===== config.mk =====
export PLATFORM = sky130hd
export DESIGN_NAME = bisection_root_finder_quartic_top
export DESIGN_NICKNAME = d
export VERILOG_FILES = /design/src/rtl/bisrf_pkg.sv /design/src/rtl/bisection_root_finder_quartic_top.sv
export SDC_FILE = /design/constraint.sdc
export NUM_CORES = 2
export LEC_CHECK = 0
export ABC_AREA = 1
export BUFFER_PORTS_ARGS = -buffer_cell sky130_fd_sc_hd__buf_2
export CORE_MARGIN = 3
export CORE_UTILIZATION = 63
export DETAILED_ROUTE_END_ITERATION = 10
export MAX_ROUTING_LAYER = met4
export PLACE_DENSITY_LB_ADDON = 0.05
export SYNTH_ARGS = -nofsm -noshare
export SYNTH_HDL_FRONTEND = slang
export SYNTH_SLANG_ARGS = --single-unit
export TNS_END_PERCENT = 5

===== constraint.sdc =====
create_clock -name clk -period 26.7 [get_ports clk]
set_input_delay 1.335 -clock clk [delete_from_list [all_inputs] [get_ports clk]]
set_output_delay 1.335 -clock clk [all_outputs]
set_load 0.05 [all_outputs]

===== src/rtl/bisrf_pkg.sv =====
// ----------------------------------------------------------------------------
// bisrf_pkg: shared types and constants for the quartic bisection root finder
// Beat structs, sequencer and phase encodings, status codes, datapath widths.
// ----------------------------------------------------------------------------
package bisrf_pkg;

  // Field widths
  localparam int X_W    = 24;   // bracket ends and midpoint, signed
  localparam int F_W    = 32;   // polynomial value, signed
  localparam int IT_W   = 6;    // halving count
  localparam int ST_W   = 2;    // status code
  localparam int EPS_W  = 21;   // tolerance register

  // Shared multiplier: 41-bit clamped Horner term split in two halves
  localparam int LIM_W  = 41;   // holds +-2^39
  localparam int SPLIT  = 21;   // low half width
  localparam int MA_W   = 22;   // multiplier A operand, signed
  localparam int P_W    = MA_W + X_W;
  localparam int FULL_W = 64;   // full Horner product

  localparam logic [EPS_W-1:0] EPS_RESET = 21'd1049;
  localparam logic signed [F_W-1:0] VAL_LIM = 32'sd2097152000;

  // Status codes
  localparam logic [ST_W-1:0] STAT_CONV = 2'd0;
  localparam logic [ST_W-1:0] STAT_BAD  = 2'd1;
  localparam logic [ST_W-1:0] STAT_CAP  = 2'd2;

  typedef struct packed {
    logic signed [X_W-1:0] interval_low;
    logic signed [X_W-1:0] interval_high;
  } in_beat_t;

  typedef struct packed {
    logic signed [X_W-1:0] root;
    logic signed [F_W-1:0] root_value;
    logic [IT_W-1:0]       iterations;
    logic [ST_W-1:0]       status;
  } out_beat_t;

  typedef enum logic [2:0] {
    ST_IDLE,
    ST_INIT,
    ST_MUL_LO,
    ST_MUL_HI,
    ST_DECIDE,
    ST_DONE
  } state_t;

  // Which point the current polynomial evaluation belongs to
  typedef enum logic [1:0] {
    PH_FA,
    PH_FB,
    PH_FC
  } phase_t;

endpackage


===== src/rtl/bisection_root_finder_quartic_top.sv =====
// ----------------------------------------------------------------------------
// bisection_root_finder_quartic_top: bisection search on x^4+2x^3-7x^2+3
// Fixed-point bracket in, one root estimate out, one shared multiplier.
// ----------------------------------------------------------------------------
// Usage:
//   in_*  : one beat is a bracket [interval_low, interval_high] in signed
//           fixed point (FRAC_BITS fraction bits). Taken when in_valid is
//           high and in_stall low; in_stall stays high while a bracket is
//           being worked on.
//   out_* : one beat per bracket: root, f(root), halving count, status
//           (converged / bad bracket / iteration cap). Held in an output
//           register, so a new bracket is taken while a result still waits.
//   cfg_* : cfg_we writes cfg_wdata into the epsilon tolerance. Write only
//           while the block is idle.
// Sequence: every f(x) takes an init add, three Horner multiplies (each a
//   low-half and a high-half pass on the one 22x24 multiplier) and a decide.
//   f(low) and f(high) come first, then one f(mid) per halving step, then
//   the result is handed off. A bad bracket ends after f(high); at most
//   MAX_ITER halvings are done. One bracket is worked on at a time; the
//   next is taken once the sequencer is back in idle. The multiplier paces it.
// Reset: sequencer returns to idle, output beat dropped, epsilon -> ~0.001.
// Stall: a finished result waits in the done state until the output
//   register frees up; the input side keeps stalling until then.
// ----------------------------------------------------------------------------
module bisection_root_finder_quartic_top #(
  parameter int MAX_ITER  = 40,
  parameter int FRAC_BITS = 20
) (
  input  logic                        clk,
  input  logic                        rst_n,

  input  logic                        in_valid,
  output logic                        in_stall,
  input  bisrf_pkg::in_beat_t         in_data,

  output logic                        out_valid,
  input  logic                        out_stall,
  output bisrf_pkg::out_beat_t        out_data,

  input  logic                        cfg_we,
  input  logic [bisrf_pkg::EPS_W-1:0] cfg_wdata
);

  localparam int X_W    = bisrf_pkg::X_W;
  localparam int F_W    = bisrf_pkg::F_W;
  localparam int IT_W   = bisrf_pkg::IT_W;
  localparam int LIM_W  = bisrf_pkg::LIM_W;
  localparam int SPLIT  = bisrf_pkg::SPLIT;
  localparam int MA_W   = bisrf_pkg::MA_W;
  localparam int P_W    = bisrf_pkg::P_W;
  localparam int FULL_W = bisrf_pkg::FULL_W;

  // Horner term width after the fraction shift, with room for the constants
  // and for the +-2^39 clamp bound.
  localparam int T_W = (FULL_W + 1 - FRAC_BITS > LIM_W + 1) ?
                       (FULL_W + 1 - FRAC_BITS) : (LIM_W + 1);

  localparam logic signed [T_W-1:0]   K7     = T_W'(7) << FRAC_BITS;
  localparam logic signed [T_W-1:0]   K3     = T_W'(3) << FRAC_BITS;
  localparam logic signed [LIM_W-1:0] K2     = LIM_W'(2) << FRAC_BITS;
  localparam logic signed [T_W-1:0]   IN_LIM = T_W'(1) << (LIM_W - 2);
  localparam logic signed [T_W-1:0]   VLIM_T = T_W'(bisrf_pkg::VAL_LIM);
  localparam logic [IT_W-1:0]         CAP    = IT_W'(MAX_ITER);

  // --------------------------------------------------------------------------
  // Registers
  // --------------------------------------------------------------------------
  bisrf_pkg::state_t state_r, state_nxt;
  bisrf_pkg::phase_t phase_r, phase_nxt;

  logic [bisrf_pkg::EPS_W-1:0] eps_r;

  logic signed [X_W-1:0]   a_r, a_nxt;      // bracket end carrying fa
  logic signed [X_W-1:0]   b_r, b_nxt;
  logic signed [X_W-1:0]   x_r, x_nxt;      // point under evaluation
  logic signed [F_W-1:0]   fa_r, fa_nxt;
  logic signed [F_W-1:0]   f_r, f_nxt;      // f(x_r) once evaluated
  logic signed [LIM_W-1:0] t_r, t_nxt;      // clamped Horner term
  logic signed [P_W-1:0]   lo_r, lo_nxt;    // low-half partial product
  logic [1:0]              step_r, step_nxt;
  logic [IT_W-1:0]         it_r, it_nxt;
  bisrf_pkg::out_beat_t    res_r, res_nxt;

  logic                    out_valid_r, out_valid_nxt;
  bisrf_pkg::out_beat_t    out_data_r, out_data_nxt;

  // --------------------------------------------------------------------------
  // Shared multiplier: clamped term times x, low half then high half
  // --------------------------------------------------------------------------
  logic signed [MA_W-1:0]   mul_a;
  logic signed [P_W-1:0]    prod;
  logic signed [FULL_W-1:0] full;
  logic signed [FULL_W-1:0] shifted;
  logic signed [T_W-1:0]    kadd;
  logic signed [T_W-1:0]    t_sum;
  logic signed [LIM_W-1:0]  t_clamp;
  logic signed [F_W-1:0]    f_clamp;

  always_comb begin
    if (state_r == bisrf_pkg::ST_MUL_HI) begin
      // high half carries the sign
      mul_a = MA_W'($signed(t_r[LIM_W-1:SPLIT]));
    end else begin
      mul_a = $signed({1'b0, t_r[SPLIT-1:0]});
    end
  end

  assign prod    = mul_a * x_r;
  assign full    = FULL_W'(lo_r) + (FULL_W'(prod) <<< SPLIT);
  assign shifted = full >>> FRAC_BITS;   // floor

  always_comb begin
    unique case (step_r)
      2'd0:    kadd = -K7;
      2'd2:    kadd = K3;
      default: kadd = '0;
    endcase
  end

  assign t_sum = T_W'(shifted) + kadd;

  always_comb begin
    priority if (t_sum > IN_LIM) begin
      t_clamp = LIM_W'(IN_LIM);
    end else if (t_sum < -IN_LIM) begin
      t_clamp = LIM_W'(-IN_LIM);
    end else begin
      t_clamp = LIM_W'(t_sum);
    end
  end

  always_comb begin
    priority if (t_sum > VLIM_T) begin
      f_clamp = bisrf_pkg::VAL_LIM;
    end else if (t_sum < -VLIM_T) begin
      f_clamp = -bisrf_pkg::VAL_LIM;
    end else begin
      f_clamp = F_W'(t_sum);
    end
  end

  // --------------------------------------------------------------------------
  // Decision terms
  // --------------------------------------------------------------------------
  logic signed [X_W:0]   mid_sum;
  logic signed [X_W-1:0] mid;
  logic [F_W-1:0]        abs_f;
  logic                  bad_bracket;
  logic                  converged;
  logic [IT_W-1:0]       it_inc;
  logic                  at_cap;

  assign mid_sum     = (X_W+1)'(a_r) + (X_W+1)'(b_r);
  assign mid         = X_W'(mid_sum >>> 1);
  assign abs_f       = f_r[F_W-1] ? F_W'(-f_r) : F_W'(f_r);
  // fa * fb >= 0: a zero at either end, or matching signs
  assign bad_bracket = (fa_r == '0) || (f_r == '0) || (fa_r[F_W-1] == f_r[F_W-1]);
  assign converged   = (f_r == '0) || (abs_f < F_W'(eps_r));
  assign it_inc      = it_r + IT_W'(1);
  assign at_cap      = (it_inc == CAP);

  logic out_free;
  assign out_free = !out_valid_r || !out_stall;

  // --------------------------------------------------------------------------
  // Sequencer: next state
  // --------------------------------------------------------------------------
  always_comb begin
    state_nxt = state_r;
    unique case (state_r)
      bisrf_pkg::ST_IDLE: begin
        if (in_valid) state_nxt = bisrf_pkg::ST_INIT;
      end
      bisrf_pkg::ST_INIT:   state_nxt = bisrf_pkg::ST_MUL_LO;
      bisrf_pkg::ST_MUL_LO: state_nxt = bisrf_pkg::ST_MUL_HI;
      bisrf_pkg::ST_MUL_HI: begin
        state_nxt = (step_r == 2'd2) ? bisrf_pkg::ST_DECIDE : bisrf_pkg::ST_MUL_LO;
      end
      bisrf_pkg::ST_DECIDE: begin
        unique case (phase_r)
          bisrf_pkg::PH_FA: state_nxt = bisrf_pkg::ST_INIT;
          bisrf_pkg::PH_FB: begin
            state_nxt = bad_bracket ? bisrf_pkg::ST_DONE : bisrf_pkg::ST_INIT;
          end
          default: begin
            state_nxt = (converged || at_cap) ? bisrf_pkg::ST_DONE : bisrf_pkg::ST_INIT;
          end
        endcase
      end
      bisrf_pkg::ST_DONE: begin
        if (out_free) state_nxt = bisrf_pkg::ST_IDLE;
      end
      default: state_nxt = bisrf_pkg::ST_IDLE;
    endcase
  end

  // --------------------------------------------------------------------------
  // Sequencer: datapath updates
  // --------------------------------------------------------------------------
  always_comb begin
    phase_nxt     = phase_r;
    a_nxt         = a_r;
    b_nxt         = b_r;
    x_nxt         = x_r;
    fa_nxt        = fa_r;
    f_nxt         = f_r;
    t_nxt         = t_r;
    lo_nxt        = lo_r;
    step_nxt      = step_r;
    it_nxt        = it_r;
    res_nxt       = res_r;
    out_valid_nxt = out_valid_r;
    out_data_nxt  = out_data_r;

    if (out_valid_r && !out_stall) out_valid_nxt = 1'b0;

    unique case (state_r)
      bisrf_pkg::ST_IDLE: begin
        if (in_valid) begin
          a_nxt     = in_data.interval_low;
          b_nxt     = in_data.interval_high;
          x_nxt     = in_data.interval_low;
          phase_nxt = bisrf_pkg::PH_FA;
        end
      end
      bisrf_pkg::ST_INIT: begin
        // bisection steps pick up the fresh midpoint here
        if (phase_r == bisrf_pkg::PH_FC) begin
          x_nxt = mid;
          t_nxt = LIM_W'(mid) + K2;
        end else begin
          t_nxt = LIM_W'(x_r) + K2;
        end
        step_nxt = 2'd0;
      end
      bisrf_pkg::ST_MUL_LO: begin
        lo_nxt = prod;
      end
      bisrf_pkg::ST_MUL_HI: begin
        if (step_r == 2'd2) begin
          f_nxt = f_clamp;
        end else begin
          t_nxt    = t_clamp;
          step_nxt = step_r + 2'd1;
        end
      end
      bisrf_pkg::ST_DECIDE: begin
        unique case (phase_r)
          bisrf_pkg::PH_FA: begin
            fa_nxt    = f_r;
            x_nxt     = b_r;
            phase_nxt = bisrf_pkg::PH_FB;
          end
          bisrf_pkg::PH_FB: begin
            it_nxt    = '0;
            phase_nxt = bisrf_pkg::PH_FC;
            res_nxt   = '{root: '0, root_value: '0, iterations: '0,
                          status: bisrf_pkg::STAT_BAD};
          end
          default: begin
            it_nxt = it_inc;
            res_nxt = '{root: x_r, root_value: f_r, iterations: it_inc,
                        status: converged ? bisrf_pkg::STAT_CONV : bisrf_pkg::STAT_CAP};
            if (fa_r[F_W-1] != f_r[F_W-1]) begin
              b_nxt = x_r;
            end else begin
              a_nxt  = x_r;
              fa_nxt = f_r;
            end
          end
        endcase
      end
      bisrf_pkg::ST_DONE: begin
        if (out_free) begin
          out_valid_nxt = 1'b1;
          out_data_nxt  = res_r;
        end
      end
      default: ;
    endcase
  end

  // --------------------------------------------------------------------------
  // Flops
  // --------------------------------------------------------------------------
  always_ff @(posedge clk) begin
    if (!rst_n) begin
      state_r     <= bisrf_pkg::ST_IDLE;
      phase_r     <= bisrf_pkg::PH_FA;
      out_valid_r <= 1'b0;
      eps_r       <= bisrf_pkg::EPS_RESET;
    end else begin
      state_r     <= state_nxt;
      phase_r     <= phase_nxt;
      out_valid_r <= out_valid_nxt;
      if (cfg_we) eps_r <= cfg_wdata;
    end
  end

  always_ff @(posedge clk) begin
    a_r        <= a_nxt;
    b_r        <= b_nxt;
    x_r        <= x_nxt;
    fa_r       <= fa_nxt;
    f_r        <= f_nxt;
    t_r        <= t_nxt;
    lo_r       <= lo_nxt;
    step_r     <= step_nxt;
    it_r       <= it_nxt;
    res_r      <= res_nxt;
    out_data_r <= out_data_nxt;
  end

  assign in_stall  = (state_r != bisrf_pkg::ST_IDLE);
  assign out_valid = out_valid_r;
  assign out_data  = out_data_r;

  // --------------------------------------------------------------------------
  // Assertions
  // --------------------------------------------------------------------------
  a_busy_after_accept: assert property (@(posedge clk) disable iff (!rst_n)
    in_valid && !in_stall |=> in_stall)
    else $error("bracket accepted but block not busy");

  a_bad_zeroed: assert property (@(posedge clk) disable iff (!rst_n)
    out_valid && out_data.status == bisrf_pkg::STAT_BAD |->
      out_data.root == '0 && out_data.root_value == '0 && out_data.iterations == '0)
    else $error("bad bracket result not zeroed");

  a_cap_count: assert property (@(posedge clk) disable iff (!rst_n)
    out_valid && out_data.status == bisrf_pkg::STAT_CAP |-> out_data.iterations == CAP)
    else $error("cap status with wrong halving count");

  a_conv_count: assert property (@(posedge clk) disable iff (!rst_n)
    out_valid && out_data.status == bisrf_pkg::STAT_CONV |->
      out_data.iterations != '0 && out_data.iterations <= CAP)
    else $error("converged result with impossible halving count");

  a_load_only_in_done: assert property (@(posedge clk) disable iff (!rst_n)
    $rose(out_valid) |-> $past(state_r) == bisrf_pkg::ST_DONE)
    else $error("result beat raised outside done state");

endmodule

### Word-level counts from Yosys, hierarchy flattened

Cells that the tools add are included.
W data, S select, Z words.

* register bits after elaboration: 386
* bits of input ports: 74
* word-level logic and storage cells: 128

* add/sub/neg operators: 8
* multiply operators: 1
* magnitude comparators: 5
* equality and inequality tests: 21
* multiplexer cells: 40
* bitwise operators: 2
* reduce and logical (&&, ||, !) cells: 29

Operators by type and width (number)
* $mux W24: 8
* $mux W41: 4
* $pmux W64 S2: 1
* $mux W32: 3
* $pmux W24 S2: 2
* $pmux W45 S2: 1
* $pmux W41 S2: 1
* $pmux W24 S3: 1
* $add A46 B64 Y64: 1
* $logic_not A32 Y1: 2
* $pmux W32 S2: 1
* $add A24 B23 Y25 const B: 2
* $mul A22 B24 Y46: 1
* $add A44 B45 Y45: 1
* $gt A45 B32 Y1 const B: 1
* $gt A45 B41 Y1 const B: 1
* $lt A45 B32 Y1 const B: 1
* $lt A45 B40 Y1 const B: 1
* $lt A32 B21 Y1: 1
* $neg A32 Y32: 1
* $add A24 B24 Y25: 1
* $mux W22: 1
* $pmux W3 S6: 1
* $ne A2 B2 Y1 const B: 8
* 30 further kinds: 60

### Depth between registers and ports, before layout

* depth in word-level cells: 10
* depth in mapped cells: 64
* mapped depth without buffers: 60

### Worst setup path before layout

Ideal clock, no wire load.

* path kind: register to register
* start: register state_r[0]
* end: register f_r[14] (data pin)
* data arrival time: 10.637 ns
* path slack: 15.800 ns
* stages on the path, launching flop included: 60
* path buffers: 3
* path through: dfxtp_1 -> inv_1 -> nor2_1 -> inv_1 -> nor2_1 -> inv_1 -> clkbuf_1 -> or2_2 -> o21ai_0 -> inv_1 -> clkbuf_1 -> nand2_1 -> fa_1 -> fa_1 -> fa_1 -> inv_1 -> ha_1 -> ha_1 -> [... 24 more ...] -> o21ai_0 -> a21oi_1 -> o21ai_0 -> xor2_1 -> ha_1 -> inv_1 -> nor3_1 -> a221oi_1 -> nand2_1 -> nand2_1 -> nand2_1 -> nand3_1 -> nor2_1 -> nand3_1 -> nand2_2 -> nand2_4 -> buf_6 -> nor2_4

* cells in the longest elaborated chain, start to end: 7
* elaborated cells on any way between the ends: 8
* those cells by class: add/sub (2); mul (1); order compare (2); eq/ne (1); mux (1); reduce/logical (1)

RTL lines
* start: declaration: line bisection_root_finder_quartic_top.sv:68 `bisrf_pkg::state_t state_r, state_nxt;`
* start signal: assignment: line bisection_root_finder_quartic_top.sv:288 `state_r <= bisrf_pkg::ST_IDLE;`
* start signal: assignment: line bisection_root_finder_quartic_top.sv:293 `state_r <= state_nxt;`
* $eq A3 B2 Y1 *: line bisection_root_finder_quartic_top.sv:100 `if (state_r == bisrf_pkg::ST_MUL_HI) begin`
* $mux W22 *: line bisection_root_finder_quartic_top.sv:100
* $mul A22 B24 Y46 *: line bisection_root_finder_quartic_top.sv:108 `assign prod = mul_a * x_r;`
* $add A46 B64 Y64 *: line bisection_root_finder_quartic_top.sv:109 `assign full = FULL_W'(lo_r) + (FULL_W'(prod) <<< SPLIT);`
* $add A44 B45 Y45 *: line bisection_root_finder_quartic_top.sv:120 `assign t_sum = T_W'(shifted) + kadd;`
* $gt A45 B32 Y1 or $lt A45 B32 Y1 (tied branches): line bisection_root_finder_quartic_top.sv:133, bisection_root_finder_quartic_top.sv:135
* $reduce_or A2 Y1 (no source line)
* end signal: assignment: line bisection_root_finder_quartic_top.sv:305 `f_r <= f_nxt;`
* end: declaration: line bisection_root_finder_quartic_top.sv:77 `logic signed [F_W-1:0] f_r, f_nxt;`

Mark *: on every way between the ends. The rest lies on a longest branch, timed or not.
A chain may end at the register's enable or synchronous reset.

### Final worst setup path

* start: register state_r[0]
* end: register f_r[0] (data pin)

* cells in the longest elaborated chain, start to end: 7
* elaborated cells on any way between the ends: 8
* those cells by class: add/sub (2); mul (1); order compare (2); eq/ne (1); mux (1); reduce/logical (1)

RTL lines (line)
* $eq A3 B2 Y1 *: bisection_root_finder_quartic_top.sv:100
* $mux W22 *: bisection_root_finder_quartic_top.sv:100
* $mul A22 B24 Y46 *: bisection_root_finder_quartic_top.sv:108
* $add A46 B64 Y64 *: bisection_root_finder_quartic_top.sv:109
* $add A44 B45 Y45 *: bisection_root_finder_quartic_top.sv:120
* $gt A45 B32 Y1 or $lt A45 B32 Y1 (tied branches): bisection_root_finder_quartic_top.sv:133, bisection_root_finder_quartic_top.sv:135
* $reduce_or A2 Y1 (no source line) *

Marked as above.

==> implementation parameters <==
Parameter                              Value

Synthesis
  Proportion of synthesized chip area in sequential cells ... 26.84%
  Synthesized instance count ... 4439
  Cell area after technology mapping ... 0.03928 mm²
  Yosys reg bits ... 360
  Number of warnings reported in the yosys synthesis log ... 0
  Number of flops mapped to enable cells by yosys ... 333
  Most used flip-flop cell after synthesis ... sky130_fd_sc_hd__edfxtp_1
  Mean instance size in the synthesized netlist ... 8.848 µm²
  Post-synth cell types ... 56
  Number of nets in the synthesized netlist ... 5317
  Synth async-reset ratio ... 0%

Critical path
  Category of the worst setup path capture point ... flip-flop
  Critical path data arrival time ... 14.32 ns
  Critical Path Max Stage Delay ... 0.66 ns
  CP top delay family ... adder cells
  Top fanout value on the critical path ... 64
  Category of the critical setup timing path ... reg -> reg
  Worst path buffer plus inverter count ... 11
  Standard cell with the maximum stage delay on the critical path ... sky130_fd_sc_hd__inv_1
  Worst path required time ... 27.11 ns
  Kind of launch point of the worst setup path ... flip-flop

GRT
  Gr usage total ... 35.75%
  First-pass GRT wire length ... 175.3 mm
  Initial antenna violation count ... 1
  GRT overflow ... 0
  Pin count of the biggest net entering global routing ... 77
  Vias in the first global route ... 30.67k

Die
  Die Wd ... 255.7 µm
  I/O pin count ... 140
  Effective utilization at floorplan ... 64.35%
  Site row count ... 90
  Core region area ... 0.06103 mm²
  Y dimension of the die ... 255.7 µm
  Die Footprint ... 0.06537 mm²

Routing
  Antenna viol nets, final ... 0
  Post-route DRC violation count ... 0
  Final WL ... 111.5 mm
  Detailed Routing Iterations Pass 1 ... 6
  Vias ... 30.76k
  Number of design-rule violations left by the first detailed-router iteration ... 3106
  Average vias per placed instance ... 5.698
  Post-detailed-route wirelength per cell ... 20.64 µm

Finish
  # nets final ... 5416
  Area grow syn2layout ... 7.725%
  Ratio of cells with drive above 1 in the final layout ... 7.441%

Clock network
  Number of buffers added to fix hold violations after cts ... 0
  Post-CTS resize count ... 0
  Clock H-tree levels ... 2
  Total CTS buffers ... 39
  Clock tree from TritonCTS ... done
  Worst skew pair latency ... 0.59 ns
  Total clock sinks ... 360
  Postcts setup bufs ... 0
  Max clock buf depth ... 3
  Clock slew at the register clock pins of the worst setup and hold paths ... 0.06 ns
  Root buffer cell ... sky130_fd_sc_hd__clkbuf_16

STA
  Fmax achieved ... 71.85 MHz
  RSZ-0062 raised after global routing ... false
  Ratio of final minimum period to clock period ... 52.12%
  Min cycle time layout ... 13.92 ns
  Worst-case clock skew ... 0.03771 ns
  TNS Setup ... 0 ns
  Final-report setup violation count ... 0
  Hold Vio Cnt, Final ... 0
  Worst slew slack as a fraction of its limit ... 23.31%
  Final setup slack of the worst path ... 12.78 ns
  Measured slew at the worst slew-check pin ... 1.150 ns
  Number of max-slew violations in the final report ... 0

Placed design
  DPL Wire Length ... 88.74 mm
  Port bufs ... 139
  GP Congestion ... 1.017
  Post-place setup slack ... 13.11 ns

Worst hold path
  Type of the most critical hold path ... reg -> reg

Status
  Run status ... finished, final reports clean

Job
  Maximum Capacitance Violations ... 0
registers in the layout (all words and copies together), names as in the netlist:
| name | cells |
|---|---|
| it_r | 6 |
| out_data | 64 |
| b_r | 24 |
| out_valid | 1 |
| a_r | 24 |
| eps_r | 21 |
| state_r | 3 |
| res_r | 58 |
| fa_r | 32 |
| step_r | 2 |
| x_r | 24 |
| lo_r | 26 |
| t_r | 41 |
| phase_r | 2 |
| f_r | 32 |
path summary, 6_finish.rpt:
kind / depth (start not counted) / start / to / slack (ns)
max: 56 / state_r[0] / f_r[0] / 12.78
min: 0 / res_r[53] / out_data[53] / 0.41
max reg2reg: 56 / state_r[0] / f_r[0] / 12.78
min reg2reg: 0 / res_r[53] / out_data[53] / 0.41
cells in the mapped netlist (2+ instances only):
cell | number | area (µm²)
sky130_fd_sc_hd__nand3_1 | 119 | 595.6
sky130_fd_sc_hd__inv_1 | 869 | 3262
sky130_fd_sc_hd__xor2_1 | 93 | 814.5
sky130_fd_sc_hd__o21a_1 | 11 | 82.58
sky130_fd_sc_hd__a21oi_1 | 189 | 945.9
sky130_fd_sc_hd__nor2_2 | 14 | 87.58
sky130_fd_sc_hd__o21bai_1 | 8 | 60.06
sky130_fd_sc_hd__a211oi_1 | 6 | 45.04
sky130_fd_sc_hd__nor2_4 | 11 | 123.9
sky130_fd_sc_hd__inv_2 | 2 | 7.510
sky130_fd_sc_hd__nand3b_1 | 10 | 75.07
sky130_fd_sc_hd__nor2_1 | 565 | 2121
sky130_fd_sc_hd__o221ai_1 | 16 | 140.1
sky130_fd_sc_hd__ha_1 | 260 | 3253
sky130_fd_sc_hd__and2_1 | 2 | 12.51
sky130_fd_sc_hd__a21boi_0 | 6 | 45.04
sky130_fd_sc_hd__edfxtp_1 | 333 | 10000
sky130_fd_sc_hd__o31ai_1 | 8 | 60.06
sky130_fd_sc_hd__or2_2 | 20 | 125.1
sky130_fd_sc_hd__o2111ai_1 | 4 | 35.03
sky130_fd_sc_hd__buf_1 | 12 | 45.04
sky130_fd_sc_hd__nand3_2 | 3 | 30.03
sky130_fd_sc_hd__a221oi_1 | 4 | 35.03
sky130_fd_sc_hd__clkbuf_1 | 109 | 409.1
sky130_fd_sc_hd__fa_1 | 544 | 10890
sky130_fd_sc_hd__xnor2_1 | 49 | 429.2
sky130_fd_sc_hd__dfxtp_1 | 27 | 540.5
sky130_fd_sc_hd__o21ai_1 | 10 | 50.05
sky130_fd_sc_hd__a21o_1 | 6 | 45.04
sky130_fd_sc_hd__nand2_4 | 3 | 33.78
sky130_fd_sc_hd__buf_6 | 5 | 56.30
sky130_fd_sc_hd__nand2_2 | 8 | 50.05
sky130_fd_sc_hd__clkinv_1 | 15 | 56.30
sky130_fd_sc_hd__nand2_1 | 826 | 3100
sky130_fd_sc_hd__a31oi_1 | 10 | 62.56
sky130_fd_sc_hd__nor3_1 | 40 | 200.2
sky130_fd_sc_hd__o211ai_1 | 41 | 307.8
sky130_fd_sc_hd__buf_4 | 2 | 15.01
sky130_fd_sc_hd__nand4_1 | 22 | 137.6
sky130_fd_sc_hd__buf_2 | 4 | 20.02
sky130_fd_sc_hd__nor4_1 | 13 | 81.33
sky130_fd_sc_hd__mux2i_1 | 3 | 30.03
sky130_fd_sc_hd__o21ai_0 | 120 | 600.6
sky130_fd_sc_hd__clkbuf_2 | 5 | 25.02
metrics by stage:
| step | cell area, µm² | std cells | utilization (%) | hold WS [ns] |
|---|---|---|---|---|
| after CTS | 42310 | 5397 | 69.32 | 0.4149 |
| after global routing | 42310 | 5398 | 69.32 | 0.4231 |
| final | 42310 | 5399 | 69.32 | 0.4148 |
| after floorplan | 39280 | 4439 | - | 0.4003 |
| after global placement | 40960 | 5325 | 67.11 | 0.4010 |
| after detailed placement | 40960 | 5325 | 67.11 | 0.4045 |
kinds of logic after synthesis:
logic type	count (synthesis)	synth area share (%)
muxes	3	0.07646
adders and majority gates	804	36.01
buffers and inverters	1023	9.920
and+or+nand+nor	1659	17.30
xor gates and xnor gates	144	3.278
AOI/OAI and AO/OA	446	6.582
DFF	360	26.84
area by class of cell:
cell class / count / area [µm²]
Sequential cell: 360 / 10540
Clock inverter: 27 / 327.8
Clock buffer: 45 / 1018
Antenna cell: 2 / 5.005
Timing Repair Buffer: 195 / 1116
Tap cell: 828 / 1036
Fill cell: 4959 / 18720
Inverter: 886 / 3326
Multi-Input combinational cell: 3056 / 24940
per-layer routing:
layer  vias up  GRT usage (%)  part of all wire, %
li1      14000              -                    -
met4         0          12.24                  4.2
met3       296          9.073                   12
met2      1611          52.64                   44
met5         -              -                    0
met1     14850          48.80                   40
cells in the final DEF (no fill, tap or decap), types with 20 or more instances in the layout:
| cell | n |
|---|---|
| sky130_fd_sc_hd__inv_1 | 869 |
| sky130_fd_sc_hd__nand2_1 | 826 |
| sky130_fd_sc_hd__nor2_1 | 561 |
| sky130_fd_sc_hd__fa_1 | 544 |
| sky130_fd_sc_hd__edfxtp_1 | 333 |
| sky130_fd_sc_hd__ha_1 | 260 |
| sky130_fd_sc_hd__a21oi_1 | 186 |
| sky130_fd_sc_hd__buf_2 | 139 |
| sky130_fd_sc_hd__nand3_1 | 119 |
| sky130_fd_sc_hd__o21ai_0 | 118 |
| sky130_fd_sc_hd__xor2_1 | 93 |
| sky130_fd_sc_hd__buf_4 | 56 |
| sky130_fd_sc_hd__xnor2_1 | 49 |
| sky130_fd_sc_hd__o211ai_1 | 41 |
| sky130_fd_sc_hd__clkbuf_16 | 39 |
| sky130_fd_sc_hd__nor3_1 | 37 |
| sky130_fd_sc_hd__dfxtp_1 | 27 |
| sky130_fd_sc_hd__nand4_1 | 22 |
| sky130_fd_sc_hd__or2_2 | 20 |
| sky130_fd_sc_hd__clkinv_1 | 20 |
Power is not shown: default switching activity piles up to over one toggle a cycle in this logic, so the estimate is an artifact.
